[src/sv/nxp_pkg.sv]
// Shared types and constants for the nixie multiplex / PWM timer.
package nxp_pkg;

  localparam int NUM_DIGITS       = 4;
  localparam int SCAN_W           = (NUM_DIGITS > 1) ? $clog2(NUM_DIGITS) : 1;
  localparam int EDGES_PER_SECOND = 1024;
  localparam int EDGE_W           = $clog2(EDGES_PER_SECOND);

  localparam logic [15:0] PERIOD_RST = 16'd100;
  localparam logic [15:0] DUTY_RST   = 16'd0;
  localparam logic [7:0]  LIT_RST    = 8'd80;
  localparam logic [7:0]  DARK_RST   = 8'd40;

  typedef enum logic [1:0] {
    OP_TICK   = 2'd0,
    OP_MSEDGE = 2'd1,
    OP_WRITE  = 2'd2
  } opcode_e;

  typedef enum logic [1:0] {
    REG_PWM_PERIOD = 2'd0,
    REG_PWM_DUTY   = 2'd1,
    REG_LIT_TICKS  = 2'd2,
    REG_DARK_TICKS = 2'd3
  } reg_idx_e;

  typedef struct packed {
    logic [15:0] pwm_period;
    logic [15:0] pwm_duty;
    logic [7:0]  lit_ticks;
    logic [7:0]  dark_ticks;
  } cfg_t;

endpackage

[src/sv/nxp_pwm.sv]
// Software PWM counters, advanced on each timer tick.
module nxp_pwm (
  input  logic          clk_i,
  input  logic          rst_ni,
  input  logic          tick_i,
  input  nxp_pkg::cfg_t cfg_i,
  output logic          level_d_o
);
  import nxp_pkg::*;

  logic        level_q, level_d;
  logic [15:0] period_cnt_q, period_cnt_d;
  logic [15:0] duty_cnt_q, duty_cnt_d;
  logic [15:0] period_eff;
  logic [15:0] period_dec;
  logic [15:0] duty_dec;

  assign period_eff = (cfg_i.pwm_period == 16'd0) ? 16'd1 : cfg_i.pwm_period;
  assign period_dec = period_cnt_q - 16'd1;
  assign duty_dec   = duty_cnt_q - 16'd1;

  always_comb begin
    level_d      = level_q;
    period_cnt_d = period_cnt_q;
    duty_cnt_d   = duty_cnt_q;
    if (tick_i) begin
      period_cnt_d = period_dec;
      if (period_dec == 16'd0) begin
        // new period: reload, and with nonzero duty restart the high phase (zero duty: low)
        period_cnt_d = period_eff;
        if (cfg_i.pwm_duty == 16'd0) begin
          level_d = 1'b0;
        end else begin
          level_d    = 1'b1;
          duty_cnt_d = cfg_i.pwm_duty;
        end
      end else if (level_q && (cfg_i.pwm_duty < period_eff)) begin
        duty_cnt_d = duty_dec;
        if (duty_dec == 16'd0) begin
          level_d = 1'b0;
        end
      end
    end
  end

  always_ff @(posedge clk_i or negedge rst_ni) begin
    if (!rst_ni) begin
      level_q      <= 1'b0;
      period_cnt_q <= 16'd1;
      duty_cnt_q   <= 16'd0;
    end else begin
      level_q      <= level_d;
      period_cnt_q <= period_cnt_d;
      duty_cnt_q   <= duty_cnt_d;
    end
  end

  assign level_d_o = level_d;

endmodule

[src/sv/nxp_scan.sv]
// Digit store and multiplex scanner with lit and dark phases.
module nxp_scan (
  input  logic                      clk_i,
  input  logic                      rst_ni,
  input  logic                      tick_i,
  input  logic                      wr_i,
  input  logic [1:0]                wr_idx_i,
  input  logic [3:0]                wr_val_i,
  input  nxp_pkg::cfg_t             cfg_i,
  output logic [3:0]                select_d_o,
  output logic [3:0]                bcd_d_o
);
  import nxp_pkg::*;

  logic [3:0]        store_q [NUM_DIGITS];
  logic [7:0]        phase_q, phase_d;
  logic              lit_q, lit_d;
  logic [SCAN_W-1:0] scan_q, scan_d;
  logic [3:0]        sel_q, sel_d;
  logic [3:0]        bcd_q, bcd_d;
  logic [7:0]        phase_dec;
  logic [SCAN_W-1:0] cur_idx;

  assign phase_dec = phase_q - 8'd1;
  assign cur_idx   = (32'(scan_q) < NUM_DIGITS) ? scan_q : '0;

  always_comb begin
    phase_d = phase_q;
    lit_d   = lit_q;
    scan_d  = scan_q;
    sel_d   = sel_q;
    bcd_d   = bcd_q;
    if (tick_i) begin
      phase_d = phase_dec;
      if (phase_dec == 8'd0) begin
        if (lit_q) begin
          // blank between digits
          sel_d   = 4'b0000;
          lit_d   = 1'b0;
          phase_d = (cfg_i.dark_ticks == 8'd0) ? 8'd1 : cfg_i.dark_ticks;
        end else begin
          sel_d   = (32'(cur_idx) < 4) ? (4'b0001 << cur_idx) : 4'b0000;
          bcd_d   = store_q[cur_idx];
          scan_d  = (32'(cur_idx) + 1 >= NUM_DIGITS) ? '0 : cur_idx + 1'b1;
          lit_d   = 1'b1;
          phase_d = (cfg_i.lit_ticks == 8'd0) ? 8'd1 : cfg_i.lit_ticks;
        end
      end
    end
  end

  always_ff @(posedge clk_i or negedge rst_ni) begin
    if (!rst_ni) begin
      phase_q <= LIT_RST;
      lit_q   <= 1'b1;
      scan_q  <= '0;
      sel_q   <= 4'b0000;
      bcd_q   <= 4'b0000;
      for (int i = 0; i < NUM_DIGITS; i++) begin
        store_q[SCAN_W'(i)] <= 4'b0000;
      end
    end else begin
      phase_q <= phase_d;
      lit_q   <= lit_d;
      scan_q  <= scan_d;
      sel_q   <= sel_d;
      bcd_q   <= bcd_d;
      if (wr_i && (32'(wr_idx_i) < NUM_DIGITS)) begin
        store_q[SCAN_W'(wr_idx_i)] <= wr_val_i;
      end
    end
  end

  assign select_d_o = sel_d;
  assign bcd_d_o    = bcd_d;

endmodule

[src/sv/nixie_multiplex_pwm_timer.sv]
// Top level: event input stage, config registers, PWM, scanner, result stage.
// A word accepted into the input stage moves to the result stage once that stage is empty
//   or being emptied; the result stage drives the result port.
// Throughput: one event word per cycle while the receiver takes every result word; the
//   input stage refills in the same cycle that it hands its word to the result stage.
// Reset (rst_ni low, async): config returns to period 100, duty 0, lit 80, dark 40;
//   counters and flags reset; digit store and both stages clear; no result word is pending.
module nixie_multiplex_pwm_timer (
  input  logic        clk_i,
  input  logic        rst_ni,
  // config write channel
  input  logic        cfg_valid_i,
  output logic        cfg_ready_o,
  input  logic [1:0]  cfg_index_i,
  input  logic [15:0] cfg_data_i,
  // event stream in
  input  logic        s_axis_tvalid,
  output logic        s_axis_tready,
  input  logic [7:0]  s_axis_tdata,   // [1:0] digit_index, [5:2] digit_value, [7:6] zero
  input  logic [1:0]  s_axis_tuser,   // [1:0] opcode
  // result stream out
  output logic        m_axis_tvalid,
  input  logic        m_axis_tready,
  output logic [15:0] m_axis_tdata    // [0] pwm_level, [4:1] digit_select, [8:5] bcd_out,
                                      // [9] square_wave, [10] second_pulse, [15:11] zero
);
  import nxp_pkg::*;

  // ---------------- configuration registers ----------------
  cfg_t cfg_q;

  assign cfg_ready_o = 1'b1;

  always_ff @(posedge clk_i or negedge rst_ni) begin
    if (!rst_ni) begin
      cfg_q.pwm_period <= PERIOD_RST;
      cfg_q.pwm_duty   <= DUTY_RST;
      cfg_q.lit_ticks  <= LIT_RST;
      cfg_q.dark_ticks <= DARK_RST;
    end else if (cfg_valid_i) begin
      case (reg_idx_e'(cfg_index_i))
        REG_PWM_PERIOD: cfg_q.pwm_period <= cfg_data_i;
        REG_PWM_DUTY:   cfg_q.pwm_duty   <= cfg_data_i;
        REG_LIT_TICKS:  cfg_q.lit_ticks  <= cfg_data_i[7:0];
        REG_DARK_TICKS: cfg_q.dark_ticks <= cfg_data_i[7:0];
        default: ;
      endcase
    end
  end

  // ---------------- input stage ----------------
  logic       in_vld_q;
  logic [1:0] op_q;
  logic [1:0] didx_q;
  logic [3:0] dval_q;
  logic       in_acc;
  logic       adv;      // input word moves into the result stage

  assign adv           = in_vld_q && (!m_axis_tvalid || m_axis_tready);
  assign s_axis_tready = !in_vld_q || adv;
  assign in_acc        = s_axis_tvalid && s_axis_tready;

  always_ff @(posedge clk_i or negedge rst_ni) begin
    if (!rst_ni) begin
      in_vld_q <= 1'b0;
    end else if (s_axis_tready) begin
      in_vld_q <= s_axis_tvalid;
    end
  end

  // payload needs no reset
  always_ff @(posedge clk_i) begin
    if (in_acc) begin
      op_q   <= s_axis_tuser;
      didx_q <= s_axis_tdata[1:0];
      dval_q <= s_axis_tdata[5:2];
    end
  end

  // ---------------- event decode ----------------
  logic tick, msedge, wr;

  always_comb begin
    tick   = 1'b0;
    msedge = 1'b0;
    wr     = 1'b0;
    case (op_q)
      OP_TICK:   tick   = adv;
      OP_MSEDGE: msedge = adv;
      OP_WRITE:  wr     = adv;
      default: ;  // unused code: no state change
    endcase
  end

  // ---------------- PWM and scanner ----------------
  logic       pwm_d;
  logic [3:0] sel_d, bcd_d;

  nxp_pwm u_pwm (
    .clk_i     (clk_i),
    .rst_ni    (rst_ni),
    .tick_i    (tick),
    .cfg_i     (cfg_q),
    .level_d_o (pwm_d)
  );

  nxp_scan u_scan (
    .clk_i      (clk_i),
    .rst_ni     (rst_ni),
    .tick_i     (tick),
    .wr_i       (wr),
    .wr_idx_i   (didx_q),
    .wr_val_i   (dval_q),
    .cfg_i      (cfg_q),
    .select_d_o (sel_d),
    .bcd_d_o    (bcd_d)
  );

  // ---------------- millisecond edge: square wave and second flag ----------------
  logic              sq_q, sq_d;
  logic [EDGE_W-1:0] edge_q, edge_d;
  logic              pulse;

  always_comb begin
    sq_d   = sq_q;
    edge_d = edge_q;
    pulse  = 1'b0;
    if (msedge) begin
      sq_d = ~sq_q;
      if (32'(edge_q) == EDGES_PER_SECOND - 1) begin
        edge_d = '0;
        pulse  = 1'b1;
      end else begin
        edge_d = edge_q + 1'b1;
      end
    end
  end

  always_ff @(posedge clk_i or negedge rst_ni) begin
    if (!rst_ni) begin
      sq_q   <= 1'b0;
      edge_q <= '0;
    end else begin
      sq_q   <= sq_d;
      edge_q <= edge_d;
    end
  end

  // ---------------- result stage ----------------
  logic        out_vld_q;
  logic [10:0] res_q;

  always_ff @(posedge clk_i or negedge rst_ni) begin
    if (!rst_ni) begin
      out_vld_q <= 1'b0;
    end else if (adv) begin
      out_vld_q <= 1'b1;
    end else if (m_axis_tready) begin
      out_vld_q <= 1'b0;
    end
  end

  always_ff @(posedge clk_i) begin
    if (adv) begin
      res_q <= {pulse, sq_d, bcd_d, sel_d, pwm_d};
    end
  end

  assign m_axis_tvalid = out_vld_q;
  assign m_axis_tdata  = {5'b00000, res_q};

endmodule

[config.mk]
export PLATFORM = sky130hd
export DESIGN_NAME = nixie_multiplex_pwm_timer
export DESIGN_NICKNAME = d
export VERILOG_FILES = /design/src/sv/nxp_pkg.sv /design/src/sv/nxp_pwm.sv /design/src/sv/nxp_scan.sv /design/src/sv/nixie_multiplex_pwm_timer.sv
export SDC_FILE = /design/constraint.sdc
export NUM_CORES = 1
export LEC_CHECK = 0
export BUFFER_PORTS_ARGS = -buffer_cell sky130_fd_sc_hd__buf_2
export CAP_MARGIN = 20
export CORE_MARGIN = 3
export CORE_UTILIZATION = 43
export DETAILED_ROUTE_END_ITERATION = 8
export RECOVER_POWER = 25
export SETUP_SLACK_MARGIN = 0.5
export SYNTH_ARGS = -nofsm -noshare
export SYNTH_HDL_FRONTEND = slang
export SYNTH_SLANG_ARGS = --single-unit
export TNS_END_PERCENT = 30
[constraint.sdc]
create_clock -name clk_i -period 3.85 [get_ports clk_i]
set_input_delay 0.385 -clock clk_i [delete_from_list [all_inputs] [get_ports clk_i]]
set_output_delay 0.385 -clock clk_i [all_outputs]
set_load 0.01 [all_outputs]
# == Word-level counts from Yosys, hierarchy flattened ==
# Cells that the tools add are included.
# word_totals
latch_bits,0
mem_bits_rw,0
regBits,148
rom_bits,0
out_inout_bits,19
input_bits,33
n_memories,0
elab_cells,111
# op_classes
n_mul,0
mux,36
n_eq_ne,7
bitwise_logic,4
reduce_logical,27
n_div,0
n_addsub,6
order_cmp,5
shift,1
# ops
op,n
$mux 16,5
$logic_not 16->1,4
$mux 4,9
$ge 32x3->1 const B,1
$mux 8,4
$sub 16x1->16 const B,2
$logic_not 8->1,3
$bwmux 16,1
$lt 16x16->1,1
$mux 1,13
$reduce_and 2->1,6
$add 10x1->10 const B,1
$eq 10x10->1 const B,1
$mux 10,1
$bmux 4 s2,1
$demux 4 s2,1
$sub 8x1->8 const B,1
$eq 2x2->1 const B,3
$ge 3x3->1 const B,2
$not 2->3,2
$reduce_and 3->1,2
$eq 2x1->1 const B,2
$logic_and 1x1->1,4
$logic_not 2->1,2
other kinds (10),14

# == Longest topological paths before layout ==
# Gate-level depths: netlist of run 1.
# depth
word_depth,7
depth_mapped,13
ltp_nobuf,9

# == Hierarchy ==
# From an unflattened synthesis of run 1, not the netlist that was laid out.
# hier_totals
cells_unflattened,701
area_unflattened_um2,7852.5
# modules_own_cells
mod,cells_per_inst,area_per_inst_um2,instances
nixie_multiplex_pwm_timer,194,3125.5,1
nxp_pwm,360,2861.5,1
nxp_scan,147,1865.5,1

# == Worst setup path after synthesis of run 1 ==
# Ideal clock, no wire load.
# synth_timing
path_type,register to register
startpoint,reg u_pwm.period_cnt_q[0]
endpoint,reg u_pwm.duty_cnt_q[1]
synth_period_minus_slack_ps,2902
path_stages_with_launch,12
arrival_time_ps,2778
setup_slack_ps,948
setup_time_ps,125
cell_sequence,dfstp_2 -> clkbuf_1 -> inv_1 -> ha_1 -> clkbuf_1 -> or4_1 -> nand4b_4 -> and4_1 -> buf_4 -> nand3_4 -> nand2_1 -> mux2_2
# synth_between
elab_chain_len,4
# synth_lines
item,line_no,text
"start, declared",nxp_pwm.sv:12,"logic [15:0] period_cnt_q, period_cnt_d;"
"start signal, assigned",nxp_pwm.sv:53,period_cnt_q <= period_cnt_d;
$sub 16x1->16 (*),nxp_pwm.sv:19,assign period_dec = period_cnt_q - 16'd1;
$logic_not 16->1 (*),nxp_pwm.sv:28,if (period_dec == 16'd0) begin
$ne 2x2->1 (no line) or $reduce_bool 2->1 (tied branches),--,
$reduce_and 3->1 (no line),--,
"end signal, assigned",nxp_pwm.sv:54,duty_cnt_q <= duty_cnt_d;
"end, declared",nxp_pwm.sv:13,"logic [15:0] duty_cnt_q, duty_cnt_d;"
# Every way passes the cells marked *; elsewhere a longest branch is shown, timed or not.
# A chain may end at the register's enable or synchronous reset.

# == Final worst setup path of run 1 ==
# layout_timing
startpoint,reg u_pwm.period_cnt_q[1]
endpoint,reg u_pwm.duty_cnt_q[1]
# Same word-level chain as after synthesis.

==> results of run 1 <==
-- synth_stat cells, drive strengths merged, types with 4 or more instances --
master	count	area share
dfrtp	110	0.36
nand2	69	0.034
o21ai	64	0.042
nor2	48	0.025
mux2	47	0.070
a21oi	40	0.026
inv	31	0.015
edfxtp	27	0.11
ha	26	0.043
nor3	21	0.014
clkbuf	20	0.010
nor4	19	0.020
nand3	16	0.014
buf	14	0.015
nand4	13	0.016
dfstp	11	0.038
nand2b	10	0.0083
o211ai	9	0.0096
xnor2	9	0.011
mux2i	7	0.0093
o21a	7	0.0069
a211oi	6	0.0059
nor3b	6	0.0073
or4	6	0.0059
nand3b	5	0.0050
o22ai	5	0.0050
or3	5	0.0041
and3	4	0.0033
mux4	4	0.012
o311ai	4	0.0046
o31ai	4	0.0040
xor2	4	0.0056
-- worst paths after layout --
| kind | end | depth (start not counted) | from | slack (ns) |
|---|---|---|---|---|
| worst max register to register | u_pwm.duty_cnt_q[1] | 9 | u_pwm.period_cnt_q[1] | 0.69 |
| worst min register to register | edge_q[8] | 1 | edge_q[8] | 0.49 |
| worst min-delay path | dval_q[1] | 1 | s_axis_tdata[3] | 0.13 |
| max in group asynchronous | cfg_q[29] | 3 | rst_ni | 1.64 |
| min in group asynchronous | u_scan.phase_q[3] | 2 | rst_ni | 0.85 |
| worst max-delay path | u_pwm.duty_cnt_q[1] | 9 | u_pwm.period_cnt_q[1] | 0.69 |
-- power by group through the flow --
stage / logic [mW] / registers [mW] / clock network, mW
global placement: 1.42 / 2.36 / 0
global route: 1.69 / 2.43 / 1.75
floorplan: 1.23 / 2.22 / 0
detailed placement: 1.47 / 2.39 / 0
CTS: 1.48 / 2.36 / 1.67
finish: 1.48 / 2.38 / 1.64
-- routing by layer --
| layer | vias up | GRT usage |
|---|---|---|
| met2 | 125 | 0.295 |
| met1 | 2814 | 0.247 |
| met5 | - | 0 |
| li1 | 2665 | - |
| met3 | 28 | 0.0400 |
| met4 | 0 | 0.0639 |
-- per-stage QoR --
stage                     setup slack, ns  cells
after global placement              0.736    947
final                               0.689    980
after CTS                           0.645    980
after detailed placement            0.668    947
after global routing                0.540    980
after floorplan                     0.948    711
-- flip-flops by register name, summed over array words and instances (netlist names) --
name,cells
u_scan.cur_idx,2
edge_q,10
res_q,11
sq_q,1
u_scan.phase_q,8
u_pwm.duty_cnt_q,16
op_q,2
u_scan.bcd_q,4
didx_q,2
u_scan.store_q,16
u_scan.lit_q,1
u_pwm.period_cnt_q,16
in_vld_q,1
cfg_q,48
u_scan.sel_q,4
u_pwm.level_q,1
dval_q,4
m_axis_tvalid,1
-- final cells by class --
class / count / area (µm²) / area share
repair buffers: 51 / 270 / 0.0316
inverters: 31 / 116 / 0.0136
clock inverters: 15 / 159 / 0.0186
clock buffers: 17 / 425 / 0.0498
flip-flops and latches: 148 / 3850 / 0.451
well taps: 220 / 275 / 0.0322
multi-input cells: 498 / 3450 / 0.403
-- critical path: stages, from the launching register on --
cell and delay, ns:
sky130_fd_sc_hd__dfrtp_1 0.45, sky130_fd_sc_hd__inv_1 0.13, sky130_fd_sc_hd__ha_1 0.34, sky130_fd_sc_hd__nor3b_4 0.40
sky130_fd_sc_hd__nand4_4 0.18, sky130_fd_sc_hd__xor2_2 0.28, sky130_fd_sc_hd__and4_1 0.45, sky130_fd_sc_hd__nand3_4 0.25
sky130_fd_sc_hd__nand2_1 0.21, sky130_fd_sc_hd__mux2_2 0.35
-- kinds of logic (layout without fill, tap and decap cells) --
| kind of cell | count (synthesis) | in the layout | share of synthesized area |
|---|---|---|---|
| AOI/OAI and AO/OA | 165 | 165 | 0.133 |
| xor gates and xnor gates | 13 | 13 | 0.0170 |
| adders and majority gates | 26 | 26 | 0.0430 |
| buffers and inverters | 65 | 114 | 0.0402 |
| DFF | 148 | 148 | 0.509 |
| muxes | 58 | 58 | 0.0911 |
| other | 2 | 6 | 0.000992 |
| and+or+nand+nor | 230 | 230 | 0.166 |
-- timing repair --
| action | in CTS | in global routing |
|---|---|---|
| hold buffers | 1 | 0 |
| resized for setup | 0 | 2 |
| hold endpoints to repair | 22 | 0 |
| setup endpoints to repair | 0 | 5 |
==> results.txt, run 1 <==
* Placer congestion estimate: around 0.85
- Number of vias per cell: 5.75
* Nets@finish: just over 800
* CTS HTree Levels: 4
- In this run the static leakage power is approximately 3.5 nW.
- For this block, wires on met1 add up to approximately 8 mm.
* Max Root-Sink Buffers: 2
* Total grt overflow: 0
- Core footprint: 0.0169 mm²
- For this run, asynchronously set or reset flops after synthesis account for 0.818.
- Final worst hold slack: about 0.13 ns
* Clock network fraction of design power: 0.298
- For this design the top-level I/O count stands at 52.
* Synth Area per Inst: 10.7 µm²
* DRT Wirelength: approximately 17 mm
* Most common library cell in the layout ignoring fill and taps: sky130_fd_sc_hd__dfrtp_1
* Highest-count cells in the layout ignoring fill and taps: sky130_fd_sc_hd__dfrtp_1, sky130_fd_sc_hd__nand2_1, sky130_fd_sc_hd__o21ai_0, sky130_fd_sc_hd__mux2_2, sky130_fd_sc_hd__nor2_1
* Hold violation total from the final report: 0
- Yosys printed 0 warnings.
- First-pass GRT wire length: roughly 29 mm
- GR Util All Layers: 0.183
- The worst setup path is launched from a flop.
- 0 antenna diodes ended up in the layout.
- Via count of the first global-routing pass: approximately 5700
* Number of sinks on the clock net: roughly 150
- Count of flip-flops with a built-in enable after synthesis: 27
- For the finished layout, the period the worst path requires is 3.16 ns.
- The initial utilization of the core area, before any placement, comes to 0.449.
- Clock Skews: 0.00757 ns
- Summing all placed instances gives a cell area of a little under 0.008 mm².
- Root Buffer: sky130_fd_sc_hd__clkbuf_16
- Uppermost layer routed: met4
* Slew at the pin closest to its max-slew limit: 1.46 ns
- Fill cell instance count of the final layout: 1476
- The detail route stage leaves a number of antenna-violating nets equal to 0.
- Unique masters post-synth: 69
* Maximum fanout encountered on the critical timing path: 15
* Final-layout setup total negative slack: 0 ns
- Met2 WL post-DR: about 8.3 mm
- Syn-to-layout area delta: 12.9%
* Vias post-DR: about 5600
- Clk Latency, worst-skew pair: ~0.43 ns
- STA classifies the critical path endpoint as a flop.
- Synthesis handed over a netlist of approximately 710 instances.
- The finished cells cover roughly 0.0085 mm².
- For this design the ratio of total power to cell area is 643 mW/mm².
- In the detailed route, the total length drawn on met3 is 579 µm.
- Most used flip-flop cell after synthesis: sky130_fd_sc_hd__dfrtp_1
* Achievable Freq: 0.316 GHz
* Buffers added on ports: 43
- The worst setup path is of the flop to flop kind.
- The die is ~140 µm wide.
- Count of standard-cell rows: between 40 and 50
- The final max-slew violation count was 0.
* Cell internal pwr: roughly 3.5 mW
* Max-capacitance violation count: 0
* Reported net switching power: a little under 2 mW
- The detailed router finished its first iteration with approximately 430 violations.
* Vertical extent of the die: 139 µm
- Final routed wire length divided by cell count: 17.5 µm
* Utilization after layout: 0.506
- Clock-pin slew of the registers on the worst-case setup and hold paths: 0.07 ns
- Synthesis inferred around 150 register bits.
- After clock tree synthesis, the setup repair step added 0 buffers.
- Number of antenna violations at the first check in global routing: 0
* Total Power Consumption: 5.50 mW
- Share of the yosys chip area belonging to registers: 0.509
- Final critical-path share of the clock period: 0.821
* Power share of the combinational group: 0.270
- Cts bufs inserted: 17
- Die area: roughly 0.019 mm²
- The first detailed-routing pass ran for 5 iterations.
* Share of total power in sequential cells: 0.432
- For the worst setup path, the data required time is 4.16 ns.
* Setup repair after global routing missed its margin: false
- Final HPWL from detailed placement: between 10 and 15 mm
- Slew margin rel.: 0.0294
- Clock tree from TritonCTS: yes
* Outcome: complete, no violations
* Setup violations, final: 0
* Net Sw Frac: 0.357
- After detailed routing, the number of remaining DRC violations is 0.
- The mapped netlist covers about 0.0076 mm².
- Data arrival at the endpoint of the critical path: 3.47 ns
- Min-Delay Path Class: input port to flop
- Pin count of the biggest net entering global routing: between 50 and 60
* Fraction of layout instances using a drive strength above 1: 0.211
- Across the VDD grid, the largest voltage drop is between 300 and 400 µV.
(Power assumes the default switching activity.)
==> inputs of run 2 (changes only) <==
==> constraint.sdc (replaced) <==
create_clock -name clk_i -period 3 [get_ports clk_i]
set_input_delay 0.3 -clock clk_i [delete_from_list [all_inputs] [get_ports clk_i]]
set_output_delay 0.3 -clock clk_i [all_outputs]
set_load 0.01 [all_outputs]
==> run 2 against run 1 <==
The flow now finishes with violations (capacitance limit, slew limit). Sequential power up 28%. Critical path depth is 1 lower. Cell area grew 7.2%. First-iteration DRC count is 6.1% higher. Critical path type unchanged.
==> results.txt, run 2 (synthesis results as in run 1) <==
- Fill cell instance count of the final layout: roughly 1500
- Reported net switching power: ~2.6 mW
- Dividing total power by cell area gives a power density of 813 mW/mm².
- Setup slack on the worst reg-to-reg path comes out at 0.56 ns.
- Nets@finish: 856
- Max-capacitance violation count: 1
- In this run the horizontal extent of the chip is around 140 µm.
- Setup violations, final: 0
- Counting flops per register, the top entry is cfg_q.
- Quantity of hold-fixing buffers added after cts: 0
- Data required, critical path: around 3.3 ns
- The worst pin sits at a relative slew slack of -0.0913.
- Total grt overflow: 0
- The layer flagged by global routing as most heavily used is met2.
- The run finished, with violations left.
* Fraction of layout instances using a drive strength above 1: 0.311
- Summed over all failing endpoints, the final setup total negative slack is 0 ns.
- The first global-routing pass estimated roughly 29 mm of wire.
- Of all nets on the critical path, the largest fanout is 6.
- 52 I/O pins were placed.
* Power share of the combinational group: 0.327
- Placer congestion estimate: 0.844
* Series of cell instances along the critical path: inv_1 -> ha_4 -> nor3b_4 -> and3_4 -> nand2_1 -> or3_4 -> or4_4 -> a31o_1
- Of the total power, the clock network draws 0.264.
- The worst path meets setup with between 0.5 and 0.6 ns of slack.
* Share of total power in sequential cells: 0.409
* Met1 routing resource usage after global routing: 0.254
* Hold violation total from the final report: 0
- Depth of the most critical reg-to-reg path: 8
- The floorplan step defined a die boundary enclosing 0.0192 mm².
- The register with the most flip-flops in the layout has 48 of them.
- Across the VDD grid, the largest voltage drop is 488 µV.
* Buffers added on ports: 43
* Pin count of the biggest net entering global routing: ~120
* Number of antenna violations at the first check in global routing: 0
- After floorplanning, the core was divided into between 40 and 50 placement rows.
* Initial DRC count: ~450
- Cell total after placement: 956
- Critical path launch point type: flop
- Vias post-DR: ~5700
- Most common library cell in the layout ignoring fill and taps: sky130_fd_sc_hd__dfrtp_1
- The number of global-route vias before repair came to 5613.
* Final critical-path share of the clock period: 0.812
- Root Buffer: sky130_fd_sc_hd__clkbuf_16
* Net Sw Frac: 0.347
- Clock-pin slew of the registers on the worst-case setup and hold paths: ~0.060 ns
- Cts bufs inserted: 17
- Data arrival at the endpoint of the critical path: 2.74 ns
* Met3 global-route usage: 0.0338
* Worst setup path category: flop to flop
* Starting density of the core: 0.449
* Syn-to-layout area delta: 20.9%
- In this run the deepest clock path goes through 2 buffers.
- For this run, design rule violations remaining after detail routing come to 0.
- The path with the worst hold slack has its endpoint at op_q[0].
- Summed over all cells, the static leakage comes to 3.82 nW.
* Hold Path Stages: 1
* Number of vias per cell: between 5 and 6
- Timing analysis after detailed placement gives a worst setup slack of between 0.15 and 0.2 ns.
- Bufs and invs on worst path: 1
- In this run the critical register-to-register path is launched from u_pwm.duty_cnt_q[0].
- DRT Wirelength: 17.6 mm
- At the pin with the least slew margin, the transition time is 1.64 ns.
- Violations in the final reports: capacitance limit, slew limit
- Cell internal power was estimated by the tool at just under 5 mW.
- STA classifies the critical path endpoint as a flop.
- Total Power Consumption: 7.44 mW
- Crit-path max cell delay: about 0.47 ns
- The worst hold path begins at s_axis_tuser[0].
* Total iterations of the first detailed-routing run: 5
- Setup repair after global routing missed its margin: true
- Min cycle time layout: ~2.4 ns
- 0 antenna diodes ended up in the layout.
- Clock tree from TritonCTS: yes
- The final max-slew violation count was about 120.
- In this run the remaining antenna-violating nets after routing total 0.
- Leaving out filler cells and counting taps, the final layout contains about 1000.
- Top cell family by delay on the critical path: simple AND/OR/NAND/NOR gates
- For this design, the slowest cell found on the critical path is sky130_fd_sc_hd__or4_4.
- In this run the worst hold path is classified as input port to flop.
* Met2 track demand over resource: 0.293
- Final HPWL from detailed placement: roughly 12 mm
- The H-tree generated during clock tree synthesis spans 4 levels.
- In this run the standard cell core region covers 0.0169 mm².
* Achievable Freq: 0.411 GHz
* Final routed wire length divided by cell count: roughly 17 µm
- In this run the vertical extent of the chip is between 100 and 150 µm.
- Clk Latency, worst-skew pair: 0.42 ns
- The library cells used most frequently in the layout, excluding fill and tap cells, are sky130_fd_sc_hd__dfrtp_1, sky130_fd_sc_hd__nand2_1, sky130_fd_sc_hd__o21ai_0, sky130_fd_sc_hd__buf_4, sky130_fd_sc_hd__mux2_2.
- For the final database, setup skew stands at ~0.0068 ns.
* GR Util All Layers: 0.184
* Critical R2R Capture: u_pwm.duty_cnt_q[14]
- Number of sinks on the clock net: 148
[run 2: cell count changes in the layout (fill, tap and decap cells not counted), moves of 3 or more]
cell                       delta
sky130_fd_sc_hd__dfrtp_1      -6
sky130_fd_sc_hd__dfrtp_2      +6
sky130_fd_sc_hd__inv_1        -4
sky130_fd_sc_hd__a21oi_1      -3
sky130_fd_sc_hd__ha_4         +5
sky130_fd_sc_hd__nor2_4       +3
sky130_fd_sc_hd__buf_4       +49
sky130_fd_sc_hd__inv_8        -4
sky130_fd_sc_hd__ha_1         -5
sky130_fd_sc_hd__inv_2        +4
sky130_fd_sc_hd__a21oi_2      +3
sky130_fd_sc_hd__clkinv_2     +3
[run 2: how the worst max path moves through the flow]
stage	from	end	slack [ns]	cells past startpoint
after floorplan	u_pwm.period_cnt_q[0]	u_pwm.duty_cnt_q[1]	0.48	11
after global placement	u_pwm.period_cnt_q[1]	u_pwm.duty_cnt_q[3]	0.27	9
after detailed placement	u_pwm.period_cnt_q[1]	u_pwm.duty_cnt_q[13]	0.20	9
after CTS	u_pwm.period_cnt_q[1]	u_pwm.duty_cnt_q[14]	0.48	10
after global routing	u_pwm.duty_cnt_q[0]	u_pwm.duty_cnt_q[14]	0.47	8
final	u_pwm.duty_cnt_q[0]	u_pwm.duty_cnt_q[14]	0.56	8
[run 2: worst reg2reg max path: cells and delay by family, from the launching register on]
family,cells,cell delay [ns]
AOI/OAI and AO/OA,1,0.22
adders and majority gates,1,0.16
buffers and inverters,1,0.12
DFF,1,0.45
and+or+nand+nor,5,1.35
[run 2: timing repair]
| action | 4_1_cts | 5_1_grt |
|---|---|---|
| gates resized for setup | 21 | 39 |
| pin swaps | 9 | 19 |
| endpoints found under the setup margin | 27 | 32 |
| setup buffers | 16 | 26 |
[run 2: area by class of cell]
cell class / count / area (µm²) / share of cell area
inverters: 31 / 116 / 0.0127
flip-flops and latches: 148 / 3860 / 0.422
clock buffers: 20 / 437 / 0.0477
repair buffers: 101 / 657 / 0.0717
multi-input cells: 498 / 3700 / 0.405
clock inverters: 12 / 106 / 0.0116
well taps: 220 / 275 / 0.0301
[run 2: per-stage QoR]
stage	utilization	instance area [µm²]	hold slack, ns
after floorplan	-	7650	0.00441
after global placement	0.478	8070	0.457
after global routing	0.543	9160	0.0359
after detailed placement	0.478	8070	0.463
final	0.543	9160	0.0563
after CTS	0.522	8810	0.0381
[run 2: power groups by stage]
stage | registers, mW | clock network [mW] | logic (mW)
floorplan | 2.85 | 0 | 1.63
global placement | 3.04 | 0 | 1.89
detailed placement | 3.07 | 0 | 1.94
CTS | 3.02 | 2.01 | 2.09
global route | 3.11 | 2.11 | 2.70
finish | 3.05 | 1.97 | 2.43
[run 2: metal layers]
metal / part of all wire / vias up
met4: 0.015 / 0
met2: 0.48 / 86
met1: 0.47 / 2854
met3: 0.029 / 19
li1: - / 2755
met5: 0 / -
==> inputs of run 3 (changes only) <==
==> constraint.sdc (replaced) <==
create_clock -name clk_i -period 2.5 [get_ports clk_i]
set_input_delay 0.25 -clock clk_i [delete_from_list [all_inputs] [get_ports clk_i]]
set_output_delay 0.25 -clock clk_i [all_outputs]
set_load 0.01 [all_outputs]
==> run 3 against run 2 <==
The run now ends clean. Clock skew up 0.0030 ns. Flip-flop and latch count unchanged. Critical path depth up 1. Cell area up 8.1%. Routed wire length up 8.2%. Clock power up 28%. Maximum frequency up 0.40%. Via count up 5.1%. Worst hold slack worse by 0.030 ns. Core utilization up 4.4 points. Critical path type unchanged. Largest cell class is now multi-input combinational cells.
==> results.txt, run 3 (synthesis results as in run 1) <==
- The run finished with clean final reports.
- The region available for standard cell placement spans 0.0169 mm².
- The min-delay analysis places its worst path in the category input port to flop.
- Row generation in the floorplan step produced 47 rows.
* Final worst hold slack: 0.0260 ns
- Internal reg-to-reg setup slack: approximately 0.074 ns
* Die area: a little under 0.02 mm²
- Input and output buffers added on the ports amount to 43.
- Power spread over the standard cell area amounts to 969 mW/mm².
- Nets@finish: about 900
- The final max-slew violation count is 0.
* Total iterations of the first detailed-routing run: 5
- For this design, the sink count on the clock tree is 148.
* Final HPWL from detailed placement: between 10 and 15 mm
- Remaining DRCs: 0
* Max-capacitance violation count: 0
- The congestion estimate from routability-driven global placement came to just under 0.9.
- Setup repair after global routing could not meet its margin everywhere.
- Placement-stage cell area: 0.00850 mm²
* Maximum fanout encountered on the critical timing path: 7
- In this run the static leakage power is 4.15 nW.
- First-pass GRT wire length: about 31 mm
- DRT Wirelength: approximately 19 mm
- Syn-to-layout area delta: 30.7%
- From left edge to right edge, the die measures ~140 µm.
* Clk Latency, worst-skew pair: between 0.4 and 0.5 ns
- Hold Path Stages: 2
* Vias post-DR: roughly 6000
- Number of vias per cell: about 5.6
- For this configuration, the core starts out at a cell density of 0.449.
* Final antenna-violating net count: 0
- In this run the number of H-tree levels came out at 4.
- Fraction of layout instances using a drive strength above 1: 0.362
- Achievable Freq: 0.412 GHz
* Number of antenna violations at the first check in global routing: 0
- Cts bufs inserted: 17
- Antenna cells: 0
* Clock Skews: between 0.009 and 0.01 ns
- Clock-pin slew of the registers on the worst-case setup and hold paths: around 0.060 ns
* Slew margin rel.: 0.286
- Hold violation total from the final report: 0
- Max IR drop VDD: 589 µV
- Data arrival at the endpoint of the critical path: ~2.7 ns
- Entering global routing, the biggest net connects about 100 pins.
- Most common library cell in the layout ignoring fill and taps: sky130_fd_sc_hd__dfrtp_1
- After layout, the minimum clock period comes to 2.43 ns.
* Vertical extent of the die: around 140 µm
- Fill cell instance count of the final layout: about 1400
- Via count of the first global-routing pass: slightly below 6000
- Top-level port count: 52
- Summed over all failing endpoints, the final setup total negative slack is 0 ns.
- Depth of the most critical reg-to-reg path: 9
* Pre-CTS setup slack: -0.0475 ns
- Final critical-path share of the clock period: 0.970
* Register with the highest flop count: cfg_q
- Critical path launch point type: flop
* GR Util All Layers: 0.198
- Setup violations remaining at the end of the flow were counted as 0.
- The critical path in this run is classified as flop to flop.
- In the layout the commonest cells are sky130_fd_sc_hd__dfrtp_1, sky130_fd_sc_hd__buf_4, sky130_fd_sc_hd__nand2_1, sky130_fd_sc_hd__o21ai_0, sky130_fd_sc_hd__mux2_2.
- Initial DRC count: between 400 and 500
* Total non-filler cell area in the finished layout: 0.00989 mm²
- The worst setup path is captured at a flop.
* Final worst-path setup slack: 0.0740 ns
- At the pin with the least slew margin, the transition time is approximately 1.1 ns.
* Max Root-Sink Buffers: 2
- The cell sitting at the root of the clock tree is a sky130_fd_sc_hd__clkbuf_16.
* Total grt overflow: 0
- Data required, critical path: 2.81 ns
- Final routed wire length divided by cell count: 17.7 µm
- TritonCTS built the clock tree.
* Largest register FFs: 48
[run 3: cell count changes in the layout (fill, tap and decap cells not counted), moves of 5 or more]
| cell | change |
|---|---|
| sky130_fd_sc_hd__nor4_2 | +5 |
| sky130_fd_sc_hd__a21oi_1 | -5 |
| sky130_fd_sc_hd__buf_6 | +9 |
| sky130_fd_sc_hd__dlygate4sd3_1 | +9 |
| sky130_fd_sc_hd__o21ai_0 | -6 |
| sky130_fd_sc_hd__buf_4 | +25 |
[run 3: timing repair]
| item | in CTS | in global routing |
|---|---|---|
| hold endpoints to repair | 28 | 0 |
| pin swaps | 33 | 23 |
| endpoints found under the setup margin | 60 | 59 |
| hold buffers | 9 | 0 |
| gates resized for setup | 69 | 38 |
| cloned | 2 | 0 |
| buffers inserted | 20 | 10 |
[run 3: final timing paths]
check,to,startpoint
worst max-delay path,u_pwm.duty_cnt_q[1],u_pwm.period_cnt_q[0]
worst min-delay path,in_vld_q,s_axis_tvalid
worst max register to register,u_pwm.duty_cnt_q[1],u_pwm.period_cnt_q[0]
worst min register to register,edge_q[4],edge_q[4]
max in group asynchronous,u_pwm.period_cnt_q[7],rst_ni
min in group asynchronous,u_scan.sel_q[0],rst_ni
[run 3: metal layers]
metal  wire length [µm]  global-route usage
met2               9350               0.320
met5                  0                   0
met3                741              0.0317
met4                270              0.0623
met1               8720               0.276
[run 3: final cells by class]
type	instances	area, µm²	area share
inverter	31	116	0.0118
sequential	148	3850	0.390
timing repair buffer	152	1190	0.121
tap	220	275	0.0278
clock inverter	12	130	0.0132
multi-input combinational	498	3870	0.391
clock buffer	20	457	0.0462
[run 3: through the flow]
step,utilization,total power [mW],std cells
floorplan,-,5.41,711
global placement,0.504,6.29,1008
detailed placement,0.504,6.41,1008
CTS,0.570,9.38,1071
global route,0.586,10.2,1081
finish,0.586,9.59,1081
[run 3: critical path, stage by stage, from the launching register on]
cell	delay, ns
sky130_fd_sc_hd__dfstp_2	0.58
sky130_fd_sc_hd__buf_4	0.13
sky130_fd_sc_hd__nor2_1	0.05
sky130_fd_sc_hd__or4_4	0.55
sky130_fd_sc_hd__nand4b_4	0.13
sky130_fd_sc_hd__and4_4	0.28
sky130_fd_sc_hd__buf_12	0.14
sky130_fd_sc_hd__buf_12	0.13
sky130_fd_sc_hd__o21ai_2	0.05
sky130_fd_sc_hd__mux2_4	0.26
[run 3: power breakdown]
part	total [mW]	internal [mW]	switching (mW)
combinational	3.45	1.73	1.72
sequential	3.60	3.01	0.592
clock	2.53	1.52	1.01
